==> src/rtl/rsc_pkg.sv <==
// ----------------------------------------------------------------------------
// rsc_pkg
// Shared types and constants of the radix string converter.
// ----------------------------------------------------------------------------
package rsc_pkg;

    localparam int BASE_W = 6;   // width of a radix register
    localparam int CHAR_W = 8;   // width of an ASCII code
    localparam int CNT_W  = 6;   // digit count, holds 0..32
    localparam int IDX_W  = 5;   // digit buffer address

    localparam logic [CNT_W-1:0]  MAX_DIGITS = 6'd32;

    localparam logic [CHAR_W-1:0] CHAR_ALPHA_MIN = 8'd65;  // 'A'
    localparam logic [CHAR_W-1:0] CHAR_ALPHA_OFS = 8'd55;  // 'A' - 10
    localparam logic [CHAR_W-1:0] CHAR_DIGIT_OFS = 8'd48;  // '0'
    localparam logic [BASE_W-1:0] DIGIT_DEC_LIM  = 6'd10;  // first letter digit

    localparam logic [BASE_W-1:0] SRC_BASE_RST = 6'd10;
    localparam logic [BASE_W-1:0] DST_BASE_RST = 6'd2;
    localparam logic [BASE_W-1:0] BASE_MIN     = 6'd2;

    // configuration register indexes
    localparam logic CFG_SRC_BASE = 1'b0;
    localparam logic CFG_DST_BASE = 1'b1;

    typedef enum logic [1:0] {
        BK_IDLE,
        BK_DIV,
        BK_READ,
        BK_LOAD
    } t_back_state;

    typedef struct packed {
        logic             busy;
        logic [CNT_W-1:0] digit_count;
    } t_back_stat;

endpackage

==> src/rtl/rsc_ifs.sv <==
// ----------------------------------------------------------------------------
// rsc_ifs
// Valid/ready channels of the radix string converter.
// ----------------------------------------------------------------------------
interface rsc_in_if;
    logic       valid;
    logic       ready;
    logic [7:0] in_char;
    logic       in_last;

    modport source (output valid, in_char, in_last, input ready);
    modport sink   (input valid, in_char, in_last, output ready);
endinterface

interface rsc_out_if;
    logic       valid;
    logic       ready;
    logic [7:0] out_char;
    logic       out_last;

    modport source (output valid, out_char, out_last, input ready);
    modport sink   (input valid, out_char, out_last, output ready);
endinterface

interface rsc_val_if #(
    parameter int WIDTH = 32
);
    logic             valid;
    logic             ready;
    logic [WIDTH-1:0] value;

    modport source (output valid, value, input ready);
    modport sink   (input valid, value, output ready);
endinterface

==> src/rtl/rsc_front.sv <==
// ----------------------------------------------------------------------------
// rsc_front
// Maps each character to a digit and folds it into the accumulator;
// the finished value of a string is pushed to the queue.
// ----------------------------------------------------------------------------
module rsc_front #(
    parameter int ACC_WIDTH = 32
) (
    input  logic                       i_clk,
    input  logic                       i_rst_n,
    input  logic [rsc_pkg::BASE_W-1:0] i_src_base,
    rsc_in_if.sink                     i_in,
    rsc_val_if.source                  o_val
);
    import rsc_pkg::*;

    logic [ACC_WIDTH-1:0] r_acc;
    logic [ACC_WIDTH-1:0] n_acc;
    logic [ACC_WIDTH-1:0] w_digit;
    logic [ACC_WIDTH-1:0] w_prod;
    logic                 w_take;

    always_comb begin
        // codes below '0' wrap around the accumulator width
        if (i_in.in_char >= CHAR_ALPHA_MIN) begin
            w_digit = ACC_WIDTH'(i_in.in_char) - ACC_WIDTH'(CHAR_ALPHA_OFS);
        end else begin
            w_digit = ACC_WIDTH'(i_in.in_char) - ACC_WIDTH'(CHAR_DIGIT_OFS);
        end
        w_prod = r_acc * ACC_WIDTH'(i_src_base);
        n_acc  = w_prod + w_digit;
    end

    assign i_in.ready  = o_val.ready;
    assign w_take      = i_in.valid && i_in.ready;
    assign o_val.valid = i_in.valid && i_in.in_last;
    assign o_val.value = n_acc;

    always_ff @(posedge i_clk) begin
        if (!i_rst_n) begin
            r_acc <= '0;
        end else if (w_take) begin
            r_acc <= i_in.in_last ? '0 : n_acc;
        end
    end

endmodule

==> src/rtl/rsc_fifo.sv <==
// ----------------------------------------------------------------------------
// rsc_fifo
// Two-entry queue of accumulated values between front and back.
// ----------------------------------------------------------------------------
module rsc_fifo #(
    parameter int WIDTH = 32
) (
    input  logic      i_clk,
    input  logic      i_rst_n,
    rsc_val_if.sink   i_push,
    rsc_val_if.source o_pop
);
    import rsc_pkg::*;

    logic [WIDTH-1:0] r_data [2];
    logic             r_wptr;
    logic             r_rptr;
    logic [1:0]       r_count;
    logic             w_push;
    logic             w_pop;

    assign i_push.ready = (r_count != 2'd2);
    assign o_pop.valid  = (r_count != 2'd0);
    assign o_pop.value  = r_data[r_rptr];
    assign w_push       = i_push.valid && i_push.ready;
    assign w_pop        = o_pop.valid && o_pop.ready;

    always_ff @(posedge i_clk) begin
        if (!i_rst_n) begin
            r_wptr  <= 1'b0;
            r_rptr  <= 1'b0;
            r_count <= 2'd0;
        end else begin
            if (w_push) begin
                r_wptr <= ~r_wptr;
            end
            if (w_pop) begin
                r_rptr <= ~r_rptr;
            end
            if (w_push && !w_pop) begin
                r_count <= r_count + 2'd1;
            end else if (w_pop && !w_push) begin
                r_count <= r_count - 2'd1;
            end
        end
    end

    always_ff @(posedge i_clk) begin
        if (w_push) begin
            r_data[r_wptr] <= i_push.value;
        end
    end

endmodule

==> src/rtl/rsc_back.sv <==
// ----------------------------------------------------------------------------
// rsc_back
// Splits a value into digits of the destination base with a bit-serial
// divider, buffers them, and plays them out most significant first.
// ----------------------------------------------------------------------------
module rsc_back #(
    parameter int ACC_WIDTH = 32
) (
    input  logic                       i_clk,
    input  logic                       i_rst_n,
    input  logic [rsc_pkg::BASE_W-1:0] i_dst_base,
    rsc_val_if.sink                    i_val,
    rsc_out_if.source                  o_out,
    output rsc_pkg::t_back_stat        o_stat
);
    import rsc_pkg::*;

    localparam int BIT_W = $clog2(ACC_WIDTH);

    t_back_state          r_state, n_state;
    logic [ACC_WIDTH-1:0] r_quot, n_quot;
    logic [BASE_W-1:0]    r_rem, n_rem;
    logic [BIT_W-1:0]     r_bit, n_bit;
    logic [BASE_W-1:0]    r_base, n_base;
    logic [CNT_W-1:0]     r_cnt, n_cnt;
    logic [IDX_W-1:0]     r_rd_idx, n_rd_idx;
    logic [BASE_W-1:0]    r_rd_data;
    logic                 r_out_valid, n_out_valid;
    logic [CHAR_W-1:0]    r_out_char, n_out_char;
    logic                 r_out_last, n_out_last;

    logic [BASE_W-1:0]    r_mem [1 << IDX_W];

    logic [BASE_W:0]      w_trial;
    logic                 w_ge;
    logic [BASE_W-1:0]    w_rem_step;
    logic [ACC_WIDTH-1:0] w_quot_step;
    logic [CNT_W-1:0]     w_cnt_inc;
    logic [CHAR_W-1:0]    w_dig_char;
    logic                 w_we;
    logic                 w_re;

    // one restoring step: remainder stays below the base, fits BASE_W bits
    always_comb begin
        w_trial     = {r_rem, r_quot[ACC_WIDTH-1]};
        w_ge        = (w_trial >= {1'b0, r_base});
        w_rem_step  = w_ge ? BASE_W'(w_trial - {1'b0, r_base}) : w_trial[BASE_W-1:0];
        w_quot_step = {r_quot[ACC_WIDTH-2:0], w_ge};
        w_cnt_inc   = r_cnt + CNT_W'(1);
        if (r_rd_data >= DIGIT_DEC_LIM) begin
            w_dig_char = CHAR_W'(r_rd_data) + CHAR_ALPHA_OFS;
        end else begin
            w_dig_char = CHAR_W'(r_rd_data) + CHAR_DIGIT_OFS;
        end
    end

    always_comb begin
        n_state     = r_state;
        n_quot      = r_quot;
        n_rem       = r_rem;
        n_bit       = r_bit;
        n_base      = r_base;
        n_cnt       = r_cnt;
        n_rd_idx    = r_rd_idx;
        n_out_valid = r_out_valid && !o_out.ready;
        n_out_char  = r_out_char;
        n_out_last  = r_out_last;
        w_we        = 1'b0;
        w_re        = 1'b0;
        i_val.ready = (r_state == BK_IDLE);

        case (r_state)
            BK_IDLE: begin
                if (i_val.valid) begin
                    n_quot  = i_val.value;
                    n_rem   = '0;
                    n_bit   = BIT_W'(ACC_WIDTH - 1);
                    n_cnt   = '0;
                    n_base  = (i_dst_base < BASE_MIN) ? BASE_MIN : i_dst_base;
                    n_state = BK_DIV;
                end
            end
            BK_DIV: begin
                n_quot = w_quot_step;
                n_rem  = w_rem_step;
                n_bit  = r_bit - BIT_W'(1);
                if (r_bit == '0) begin
                    // digit done: store it, then divide the quotient again
                    w_we  = 1'b1;
                    n_cnt = w_cnt_inc;
                    n_rem = '0;
                    n_bit = BIT_W'(ACC_WIDTH - 1);
                    if (w_quot_step == '0 || w_cnt_inc >= MAX_DIGITS) begin
                        n_rd_idx = r_cnt[IDX_W-1:0];
                        n_state  = BK_READ;
                    end
                end
            end
            BK_READ: begin
                w_re    = 1'b1;
                n_state = BK_LOAD;
            end
            BK_LOAD: begin
                if (!r_out_valid || o_out.ready) begin
                    n_out_valid = 1'b1;
                    n_out_char  = w_dig_char;
                    n_out_last  = (r_rd_idx == '0);
                    if (r_rd_idx == '0) begin
                        n_state = BK_IDLE;
                    end else begin
                        n_rd_idx = r_rd_idx - IDX_W'(1);
                        n_state  = BK_READ;
                    end
                end
            end
            default: begin
                n_state = BK_IDLE;
            end
        endcase
    end

    always_ff @(posedge i_clk) begin
        if (!i_rst_n) begin
            r_state     <= BK_IDLE;
            r_cnt       <= '0;
            r_out_valid <= 1'b0;
        end else begin
            r_state     <= n_state;
            r_cnt       <= n_cnt;
            r_out_valid <= n_out_valid;
        end
    end

    always_ff @(posedge i_clk) begin
        r_quot     <= n_quot;
        r_rem      <= n_rem;
        r_bit      <= n_bit;
        r_base     <= n_base;
        r_rd_idx   <= n_rd_idx;
        r_out_char <= n_out_char;
        r_out_last <= n_out_last;
    end

    always_ff @(posedge i_clk) begin
        if (w_we) begin
            r_mem[r_cnt[IDX_W-1:0]] <= w_rem_step;
        end
        if (w_re) begin
            r_rd_data <= r_mem[r_rd_idx];
        end
    end

    assign o_out.valid    = r_out_valid;
    assign o_out.out_char = r_out_char;
    assign o_out.out_last = r_out_last;

    assign o_stat.busy        = (r_state != BK_IDLE) || r_out_valid;
    assign o_stat.digit_count = r_cnt;

endmodule

==> src/rtl/radix_string_converter.sv <==
// ----------------------------------------------------------------------------
// radix_string_converter
// Converts an ASCII digit string from one radix to another.
// ----------------------------------------------------------------------------
// Usage:
//   i_in carries one character per item, most significant first; in_last
//   closes a string. o_out returns the converted digits as ASCII, most
//   significant first, out_last on the final one. A zero value gives "0".
//   Radixes must be written through i_cfg_we/i_cfg_idx/i_cfg_data while
//   idle, unenforced by the block; index 0 is the source radix, index 1 the destination radix.
// Timing:
//   A character that is not last is taken every cycle while the queue is
//   not full. The last one hands the value to a two-entry queue; the
//   converter behind it finds each output digit with a serial divider, one
//   quotient bit per cycle, stores it in a buffer, and then reads the
//   buffer back through its read and load states. The front keeps
//   accumulating the next string meanwhile; it stalls only when the queue
//   is full.
// Reset and stall:
//   Reset clears the accumulator, the queue and the output register and
//   sets the radixes to 10 and 2. A stalled o_out holds its digit and
//   pauses the readout, and with it the back end; the front runs on until
//   the queue is full.
// ----------------------------------------------------------------------------
module radix_string_converter #(
    parameter int ACC_WIDTH = 32
) (
    input  logic                       i_clk,
    input  logic                       i_rst_n,
    input  logic                       i_cfg_we,
    input  logic                       i_cfg_idx,
    input  logic [rsc_pkg::BASE_W-1:0] i_cfg_data,
    rsc_in_if.sink                     i_in,
    rsc_out_if.source                  o_out
);
    import rsc_pkg::*;

    logic [BASE_W-1:0] r_src_base;
    logic [BASE_W-1:0] r_dst_base;
    t_back_stat        w_stat;

    rsc_val_if #(.WIDTH(ACC_WIDTH)) w_push ();
    rsc_val_if #(.WIDTH(ACC_WIDTH)) w_pop ();

    always_ff @(posedge i_clk) begin
        if (!i_rst_n) begin
            r_src_base <= SRC_BASE_RST;
            r_dst_base <= DST_BASE_RST;
        end else if (i_cfg_we) begin
            case (i_cfg_idx)
                CFG_SRC_BASE: r_src_base <= i_cfg_data;
                CFG_DST_BASE: r_dst_base <= i_cfg_data;
                default: begin
                end
            endcase
        end
    end

    rsc_front #(.ACC_WIDTH(ACC_WIDTH)) u_front (
        .i_clk      (i_clk),
        .i_rst_n    (i_rst_n),
        .i_src_base (r_src_base),
        .i_in       (i_in),
        .o_val      (w_push)
    );

    rsc_fifo #(.WIDTH(ACC_WIDTH)) u_fifo (
        .i_clk   (i_clk),
        .i_rst_n (i_rst_n),
        .i_push  (w_push),
        .o_pop   (w_pop)
    );

    rsc_back #(.ACC_WIDTH(ACC_WIDTH)) u_back (
        .i_clk      (i_clk),
        .i_rst_n    (i_rst_n),
        .i_dst_base (r_dst_base),
        .i_val      (w_pop),
        .o_out      (o_out),
        .o_stat     (w_stat)
    );

`ifndef SYNTH
    a_digit_count_max: assert property (@(posedge i_clk) disable iff (!i_rst_n)
        w_stat.digit_count <= MAX_DIGITS)
        else $error("digit count above buffer depth");

    a_out_needs_busy: assert property (@(posedge i_clk) disable iff (!i_rst_n)
        o_out.valid |-> w_stat.busy)
        else $error("output valid while back end idle");

    a_reset_clears_out: assert property (@(posedge i_clk)
        !i_rst_n |=> !o_out.valid)
        else $error("output valid right after reset");
`endif

endmodule
==> src/flat_wrapper.sv <==
// flat-port wrapper written by rule: the top's interface ports become plain ports
module radix_string_converter_flat import rsc_pkg::*;
#(
    parameter int ACC_WIDTH = 32
)
  (i_clk, i_rst_n, i_cfg_we, i_cfg_idx, i_cfg_data, i_in_valid, i_in_in_char, i_in_in_last, i_in_ready, o_out_valid, o_out_out_char, o_out_out_last, o_out_ready);
  rsc_in_if i_in_i ();
  rsc_out_if o_out_i ();
  input  logic i_clk;
  input  logic i_rst_n;
  input  logic i_cfg_we;
  input  logic i_cfg_idx;
  input  logic [rsc_pkg::BASE_W-1:0] i_cfg_data;
  input wire logic [$bits(i_in_i.valid)-1:0] i_in_valid;
  input wire logic [$bits(i_in_i.in_char)-1:0] i_in_in_char;
  input wire logic [$bits(i_in_i.in_last)-1:0] i_in_in_last;
  output wire logic [$bits(i_in_i.ready)-1:0] i_in_ready;
  output wire logic [$bits(o_out_i.valid)-1:0] o_out_valid;
  output wire logic [$bits(o_out_i.out_char)-1:0] o_out_out_char;
  output wire logic [$bits(o_out_i.out_last)-1:0] o_out_out_last;
  input wire logic [$bits(o_out_i.ready)-1:0] o_out_ready;
  assign i_in_i.valid = i_in_valid;
  assign i_in_i.in_char = i_in_in_char;
  assign i_in_i.in_last = i_in_in_last;
  assign i_in_ready = i_in_i.ready;
  assign o_out_valid = o_out_i.valid;
  assign o_out_out_char = o_out_i.out_char;
  assign o_out_out_last = o_out_i.out_last;
  assign o_out_i.ready = o_out_ready;
  radix_string_converter #(.ACC_WIDTH(ACC_WIDTH)) u_core (.i_clk(i_clk), .i_rst_n(i_rst_n), .i_cfg_we(i_cfg_we), .i_cfg_idx(i_cfg_idx), .i_cfg_data(i_cfg_data), .i_in(i_in_i), .o_out(o_out_i));
endmodule
==> config.mk <==
export PLATFORM = sky130hd
export DESIGN_NAME = radix_string_converter_flat
export DESIGN_NICKNAME = d
export VERILOG_FILES = /design/src/rtl/rsc_pkg.sv /design/src/rtl/rsc_ifs.sv /design/src/rtl/rsc_front.sv /design/src/rtl/rsc_fifo.sv /design/src/rtl/rsc_back.sv /design/src/rtl/radix_string_converter.sv /design/src/flat_wrapper.sv
export SDC_FILE = /design/constraint.sdc
export NUM_CORES = 1
export LEC_CHECK = 0
export BUFFER_PORTS_ARGS = -buffer_cell sky130_fd_sc_hd__buf_2
export CAP_MARGIN = 10
export CELL_PAD_IN_SITES_DETAIL_PLACEMENT = 1
export CELL_PAD_IN_SITES_GLOBAL_PLACEMENT = 2
export CORE_MARGIN = 4
export CORE_UTILIZATION = 25
export CTS_CLUSTER_DIAMETER = 50
export DETAILED_ROUTE_END_ITERATION = 8
export PLACE_DENSITY_LB_ADDON = 0.1
export SYNTH_ARGS = -nofsm -noshare
export SYNTH_HDL_FRONTEND = slang
export SYNTH_SLANG_ARGS = --single-unit
==> constraint.sdc <==
create_clock -name i_clk -period 7.2 [get_ports i_clk]
set_clock_uncertainty 0.05 [all_clocks]
set_input_delay 0.36 -clock i_clk [delete_from_list [all_inputs] [get_ports i_clk]]
set_output_delay 0.36 -clock i_clk [all_outputs]
set_load 0.01 [all_outputs]
==> flow_metrics.env <==
export IMPL_status="finished, final reports clean"
export IMPL_async_flop_share=0
export IMPL_worstHoldStart="i_cfg_data[1]"
export IMPL_r2r_end="u_core.u_fifo.r_data[0][31]$_DFFE_PP_"
export IMPL_cap_violations=0
export IMPL_antenna_found_initial=2
export IMPL_syn_to_final_growth_pct=14.02
export IMPL_antenna_cells=0
export IMPL_gr_total_overflow=0
export IMPL_crit_chain="buf_4 -> and2_1 -> fa_1 -> fa_1 -> fa_1 -> inv_1 -> fa_1 -> inv_1 -> ha_1 -> a21o_1 -> a221o_1 -> nand3_1 -> o2111ai_2 -> a41o_1 -> a41oi_1 -> mux2i_1 -> nand2b_1"
export IMPL_postLayoutCoreUtil=0.2877
export IMPL_post_synth_num_cell_types=67
export IMPL_netlist_instances=1672
export IMPL_required_ns=7.46
export IMPL_wirelength_um=55390
export IMPL_critical_path_most_common_cell="fa_1"
export IMPL_fin_nets=1918
export IMPL_min_to="u_core.r_src_base[1]$_SDFFE_PN1P_"
export IMPL_vias=12382
export IMPL_drtAntennaViolNets=0
export IMPL_die_w_um=301.4
export IMPL_avgSynthCellArea_um2=12.87
export IMPL_post_dp_hpwl_um=40750
export IMPL_hp_class="primary input to flop"
export IMPL_crit_path_end_kind="flop"
export IMPL_min_period_ns=6.321
export IMPL_crit_type="flop to flop"
export IMPL_synth_edf_count=324
export IMPL_grt_max_degree=68
export IMPL_die_h_um=301.4
export IMPL_final_hold_viol_count=0
export IMPL_core_um2=85280
export IMPL_fillers=9314
export IMPL_clk_path_buf_depth=3
export IMPL_slew_headroom=0.2600
export IMPL_first_pass_iters=6
export IMPL_cts_root_buf="clkbuf_16"
export IMPL_cts_htree_levels=2
export IMPL_min_delay_path_depth=3
export IMPL_finalSetupTns_ns=0
export IMPL_track_usage=0.1260
export IMPL_insertion_delay_ns=0.57
export IMPL_worstMarginPinSlew_ns=1.110
export IMPL_drive_above_1_share=0.1186
export IMPL_critPathMaxFanout=25
export IMPL_p_leak_uw=0.009236
export IMPL_rr_startpoint="u_core.r_src_base[1]$_SDFFE_PN1P_"
export IMPL_synth_warnings=0
export IMPL_cts_tree="done"
export IMPL_syn_nets=1894
export IMPL_num_rows=107
export IMPL_reg2reg_depth=17
export IMPL_start_util=0.2524
export IMPL_hold_buffers=2
export IMPL_netlist_area_um2=21520
export IMPL_grt_pass1_wl_um=87730
export IMPL_dieArea_um2=90840
export IMPL_vias_per_cell=4.310
export IMPL_cts_resized=0
export IMPL_clkSlewWorstSetupHoldPaths_ns=0.06
export IMPL_gp_congestion=0.7327
export IMPL_synth_seq_cells=382
export IMPL_drt_iter0_markers=489
export IMPL_synth_main_ff_cell="edfxtp_1"
export IMPL_p_per_area_nw_per_um2=337.4
export IMPL_synth_seq_area_share=0.5060
export IMPL_arrival_ns=6.58
export IMPL_drc_errors=0
export IMPL_cts_buffers=44
export IMPL_rsz0062_at_grt="no"
export IMPL_clkSinkCount=382
export IMPL_ir_worst_vdd_mv=0.1739
export IMPL_start_kind="flop"
export IMPL_portBuffers=30
export IMPL_slowest_stage="dfxtp_1"
export IMPL_wire_per_inst_um=19.28
export IMPL_cts_setup_buffers=0
export IMPL_grt_pass1_vias=14082
export IMPL_finalMaxSlewViolations=0
export IMPL_io_pins=32
export IMPL_slowest_delay_ns=1.03
export IMPL_finalSetupViolations=0
export IMPL_period_share=0.8780
export IMPL_r2r_setup_slack_ns=0.88
export IMPL_fmax_ghz=0.1582
-- logic make-up after synthesis --
family,after synthesis,share of synthesized area
multiplexers,108,0.08558
XOR/XNOR,62,0.02558
AO/OA/AOI/OAI,196,0.06029
AND/OR/NAND/NOR,476,0.1140
buffers and inverters,246,0.04331
adder cells (fa/ha/maj),201,0.1650
other,1,0.0001743
flip-flops,382,0.5060
-- cells in the mapped netlist, types with 5 or more instances --
| master | instances | share of area |
|---|---|---|
| a21boi_0 | 7 | 0.0024 |
| a21o_1 | 12 | 0.0042 |
| a21oi_1 | 37 | 0.0086 |
| a22o_1 | 12 | 0.0049 |
| a22oi_1 | 16 | 0.0056 |
| a31oi_1 | 7 | 0.0020 |
| and2_1 | 158 | 0.046 |
| buf_1 | 5 | 0.00087 |
| clkbuf_1 | 64 | 0.011 |
| dfxtp_1 | 58 | 0.054 |
| edfxtp_1 | 324 | 0.45 |
| fa_1 | 138 | 0.13 |
| ha_1 | 63 | 0.037 |
| inv_1 | 172 | 0.030 |
| mux2_2 | 7 | 0.0037 |
| mux2i_1 | 40 | 0.019 |
| mux4_2 | 60 | 0.063 |
| nand2_1 | 132 | 0.023 |
| nand2b_1 | 11 | 0.0032 |
| nand3_1 | 17 | 0.0040 |
| nand4_1 | 6 | 0.0017 |
| nor2_1 | 69 | 0.012 |
| nor2b_1 | 33 | 0.0096 |
| nor3_1 | 16 | 0.0037 |
| nor4_1 | 8 | 0.0023 |
| o21a_1 | 10 | 0.0035 |
| o21ai_0 | 53 | 0.012 |
| o21ai_1 | 9 | 0.0021 |
| or3_1 | 6 | 0.0017 |
| xnor2_1 | 46 | 0.019 |
| xor2_1 | 15 | 0.0061 |
-- flip-flops by register name (all words and copies together) (netlist names), 2 cells and up, named ones only --
name	cells
u_core.u_back.r_rem	6
u_core.u_back.r_rd_idx	5
u_core.u_back.r_quot	32
u_core.u_back.r_base	6
u_core.u_back.r_cnt	6
u_core.u_back.o_out.out_char	7
u_core.u_back.r_mem	192
u_core.r_dst_base	6
u_core.u_back.r_bit	5
u_core.r_src_base	6
u_core.u_front.r_acc	32
u_core.u_fifo.r_count	2
u_core.u_fifo.r_data	64
u_core.u_back.r_state	2
u_core.u_back.r_rd_data	6
-- placed cells by master, fill, tap and decap left out, types with 12 or more instances in the layout --
cell type	count
xor2_1	15
mux2i_1	39
nand2_1	131
nor3_1	16
edfxtp_1	324
a21o_1	12
clkbuf_16	45
a22o_1	12
dfxtp_1	57
a22oi_1	16
buf_4	20
buf_2	30
nand3_1	17
ha_1	63
xnor2_1	46
a21oi_1	37
and2_1	158
nor2b_1	32
inv_1	172
nor2_1	68
mux4_2	60
fa_1	138
o21ai_0	52
-- critical path, delay by kind of cell, from the launching register on --
family | cells | cell delay [ns]
fa+ha+maj | 5 | 2.45
mux | 1 | 0.33
compound gates | 5 | 1.39
buf+inv | 3 | 0.41
flops | 1 | 1.03
simple gates | 3 | 0.35
-- how the worst max path moves through the flow --
stage,from,end,cells past startpoint
global route,u_core.r_src_base[5]$_SDFFE_PN0P_,u_core.u_fifo.r_data[0][31]$_DFFE_PP_,18
CTS,u_core.r_src_base[5]$_SDFFE_PN0P_,u_core.u_fifo.r_data[0][31]$_DFFE_PP_,18
finish,u_core.r_src_base[1]$_SDFFE_PN1P_,u_core.u_fifo.r_data[0][31]$_DFFE_PP_,17
floorplan,u_core.r_src_base[5]$_SDFFE_PN0P_,u_core.u_fifo.r_data[0][31]$_DFFE_PP_,20
global placement,u_core.r_src_base[5]$_SDFFE_PN0P_,u_core.u_fifo.r_data[0][31]$_DFFE_PP_,18
detailed placement,u_core.r_src_base[5]$_SDFFE_PN0P_,u_core.u_fifo.r_data[0][31]$_DFFE_PP_,18
-- per-stage QoR --
| stage | cells | hold slack [ns] | total power [uW] | worst slack [ns] | cell area, um^2 |
|---|---|---|---|---|---|
| CTS | 2873 | 0.005566 | 8512 | 0.6633 | 24540 |
| global placement | 2792 | 0.4039 | 6094 | 0.7272 | 23020 |
| detailed placement | 2792 | 0.4051 | 6139 | 0.7059 | 23020 |
| floorplan | 1672 | 0.3896 | 5041 | 1.786 | 21520 |
| finish | 2873 | 0.04269 | 8280 | 0.8787 | 24540 |
| global route | 2873 | 0.03520 | 8863 | 0.4099 | 24540 |
-- where the power goes --
group	switching, uW	internal, uW	leakage, uW
Clock	901	1410	0.000724
Combinational	1690	792	0.00507
Sequential	191	3290	0.00344
Total	2780	5500	0.00924
-- layout make-up --
type / instances / area (um^2) / area share
sequential: 382 / 10890 / 0.4439
multi-input combinational: 1044 / 9753 / 0.3975
tap: 1144 / 1431 / 0.05833
clock buffer: 52 / 1162 / 0.04737
inverter: 172 / 645.6 / 0.02631
clock inverter: 27 / 332.8 / 0.01356
timing repair buffer: 52 / 320.3 / 0.01305
-- per-layer routing --
layer	vias to the layer above	wire, um	part of all wire	GRT usage
met2	103	27500	0.50	0.2182
met4	0	835	0.015	0.02491
met3	46	1281	0.023	0.01505
met5	-	0	0	0
met1	6382	25780	0.47	0.1707
li1	5851	-	-	-
(Power assumes the default switching activity.)
